## src/rtl/plist_pkg.sv

```systemverilog
`default_nettype none
// ---------------------------------------------------------------------------
// plist_pkg: shared types and constants for the positional list unit
// Field widths, operation and status codes, and the per-cell control word.
// ---------------------------------------------------------------------------
package plist_pkg;

  // field widths fixed by the interface
  localparam int VALUE_W = 32;
  localparam int POS_W   = 7;
  localparam int LEN_W   = 7;

  // operation codes carried on in_func
  localparam logic FUNC_INSERT = 1'b0;
  localparam logic FUNC_DELETE = 1'b1;

  // result status codes
  typedef enum logic [1:0] {
    ST_OK      = 2'd0,
    ST_BAD_POS = 2'd1,
    ST_EMPTY   = 2'd2,
    ST_FULL    = 2'd3
  } status_t;

  // control word for one storage cell, already qualified by the accept
  typedef struct packed {
    logic ins_here;    // load the incoming value
    logic from_left;   // take the lower neighbor's entry (insert shift)
    logic from_right;  // take the upper neighbor's entry (delete close-up)
  } cell_ctrl_t;

endpackage : plist_pkg
`default_nettype wire

```

## src/rtl/plist_cell.sv

```systemverilog
`default_nettype none
// ---------------------------------------------------------------------------
// plist_cell: one storage cell of the list chain
// Holds one entry; loads the new value or its left or right neighbor's entry.
// ---------------------------------------------------------------------------
module plist_cell (
  input  wire                                   clk,
  input  plist_pkg::cell_ctrl_t                 ctrl,
  input  wire  [plist_pkg::VALUE_W-1:0]         in_value,
  input  wire  [plist_pkg::VALUE_W-1:0]         left_data,
  input  wire  [plist_pkg::VALUE_W-1:0]         right_data,
  output logic [plist_pkg::VALUE_W-1:0]         data_q
);

  logic [plist_pkg::VALUE_W-1:0] data_r;

  // entry register, payload only: no reset
  always_ff @(posedge clk) begin
    priority if (ctrl.ins_here) begin
      data_r <= in_value;
    end else if (ctrl.from_left) begin
      data_r <= left_data;
    end else if (ctrl.from_right) begin
      data_r <= right_data;
    end
  end

  assign data_q = data_r;

endmodule : plist_cell
`default_nettype wire

```

## config.mk

```make
export PLATFORM = sky130hd
export DESIGN_NAME = plist_cell
export DESIGN_NICKNAME = d
export VERILOG_FILES = /design/src/rtl/plist_pkg.sv /design/src/rtl/plist_cell.sv
export SDC_FILE = /design/constraint.sdc
export NUM_CORES = 1
export LEC_CHECK = 0
export ABC_AREA = 1
export BUFFER_PORTS_ARGS = -buffer_cell sky130_fd_sc_hd__buf_2
export CAP_MARGIN = 20
export CORE_UTILIZATION = 38
export DETAILED_ROUTE_END_ITERATION = 16
export PLACE_DENSITY_LB_ADDON = 0.05
export SLEW_MARGIN = 30
export SYNTH_ARGS = -nofsm -noshare
export SYNTH_HDL_FRONTEND = slang
export SYNTH_SLANG_ARGS = --single-unit
```

## constraint.sdc

```tcl
create_clock -name clk -period 1.85 [get_ports clk]
set_clock_uncertainty 0.1 [all_clocks]
set_input_delay 0.4625 -clock clk [delete_from_list [all_inputs] [get_ports clk]]
set_output_delay 0.4625 -clock clk [all_outputs]
set_load 0.005 [all_outputs]
```

==> reports/results.ini <==
[status]
status=complete, no violations

[logic_synthesis]
syn_area_um2=1970
synth_enable_flop_cells=32
yosys_warnings=0
synthesis.nets=374
synthCells=274
yosysTopAreaCell=edfxtp_1
yosysMostFrequentCell=nand2_1
yosys-top-cells-count=nand2_1, inv_1, edfxtp_1, nand3_1, buf_4
synth_cell_types=9
ys_seq_area_share_pct=48.7
yosys.area.top_type_share_pct=48.7
ys_ff_latch=32
synth_area_leaders=edfxtp_1, nand2_1, inv_1
synthFlopType=edfxtp_1
synth_area_per_cell_um2=7.21
async_reset_ff_share_pct=0

[clock_tree]
cts_max_path_buffers=2
tritoncts=yes
hold_buffers=0
cts_sinks=32
cts_setup_buffers=0
cts_made_buffers=5
root_buffer=clkbuf_8
clkTransAtPathRegs_ns=0.07
htreeDepth=2
cts_resized=0

[floorplanning]
io_pins=132
rows=25
coreArea_um2=4850
die_width_um=74.1
fp.dieH_um=74.1
initial_utilization_pct=40.7
die_area_um2=5490

[pwr]
pwr-share-seq_pct=50.9
internal-power_w=0.00134
share_comb_of_total_power_pct=21.3
power_density_nw_per_um2=659
switchingPower_w=0.000449
finalPower_w=0.00179
switching_share_pct=25.1
clkPwrFrac_pct=27.8
vdd_drop_max_mv=0.298
power_leakage_nw=1.68

[routing]
firstDrtPassIters=4
drt_first_iter_violations=89
wl_mm=4.89
vias=2014
avgViaCountPerCell=4.28
drc=0
drtAntennaViolNets=0
wl_per_cell_um=10.4

[placement]
placed_cells=463
dpl.hpwl_mm=3.46
io_buffer_count=131
place.gp.congestion=0.803

[setup_path]
cp-start-kind=register
path_class=reg2out
critical_path.top_delay_family=flip-flops
path_buf_inv=1
slowest_stage=edfxtp_1
crit_chain=buf_2
crit_path_max_fanout=1
arrival_ns=0.79
cp.required_ns=1.29
end_kind=output port
max_stage_delay_ns=0.37

[global_route]
grt_remaining_overflow=0
use_met2_pct=33.4
grt_max_degree=34
grt_usage_pct=18.6
grt_busiest_layer=met2
grtUsageMet1_pct=21.5
grt_pass1_wl_mm=7.68
grt_pass1_vias=1827
met3_usage_pct=5.01
antenna_found_initial=0

[sta]
slew_violations=0
setup_violations=0
max-slew-margin-rel_pct=74.9
grt_setup_unrepaired=no
tns_ns=0
fin_crit_ns=1.35
fmax_ghz=0.741
whs_ns=0.348
fin_crit_sh_pct=72.9
worst_pin_slew_ns=0.376
hold_violations=0

[hold_path]
hp-class=in2reg

[run]
max_cap_violations=0

[final_layout]
utilization_pct=56.1
fin_cells=471
largest_reg_flops=32
fin_nets=503
n_antenna_cell=0
area_growth_pct=37.8
drive_gt1_share_pct=35.6

==> cells in the final DEF (no fill, tap or decap) <==
cell type / n
buf_2: 131
nand2_1: 128
inv_1: 64
nand3_1: 32
edfxtp_1: 32
clkbuf_8: 5
buf_4: 5
inv_4: 2
clkbuf_1: 2
nor2_1: 1
nand2_2: 1
clkinv_1: 1
==> cell type report <==
type,instances,area (um2)
fillers,475,2130
flip-flops and latches,32,961
repair buffers,136,693
multi-input cells,162,651
inverters,66,253
well taps,67,83.8
clock buffers,7,76.3
clock inverters,1,3.75
==> metal layers <==
metal	vias to the layer above	share of wire, %
met1	867	43
met4	0	1.0
li1	1064	-
met3	7	7.3
met5	-	0
met2	76	49
==> final timing paths <==
kind / from / end / cells after the start
worst max-delay path: data_q[5] / data_q[5] / 1
worst min-delay path: in_value[1] / data_q[1] / 3
==> power by group through the flow <==
| stage | clock network [W] | registers [W] | logic [W] |
|---|---|---|---|
| finish | 0.000498 | 0.000913 | 0.000383 |
| global route | 0.000538 | 0.000921 | 0.000444 |
| CTS | 0.000516 | 0.000914 | 0.000389 |
| detailed placement | 0 | 0.000928 | 0.000388 |
| global placement | 0 | 0.000928 | 0.000385 |
| floorplan | 0 | 0.000944 | 0.000173 |
==> per-stage QoR <==
stage	worst slack, ns	cell area (um2)
after floorplan	0.187	1980
after global placement	0.249	2640
after detailed placement	0.234	2640
after CTS	0.479	2720
after global routing	0.443	2720
final	0.501	2720
==> kinds of logic (layout without fill, tap and decap cells) <==
family | count (synthesis) | in the layout | synth area share, %
buffers and inverters | 80 | 210 | 18.5
flip-flops | 32 | 32 | 48.7
AND/OR/NAND/NOR | 162 | 162 | 32.8
No activity file was read; power rests on OpenSTA's default activity.
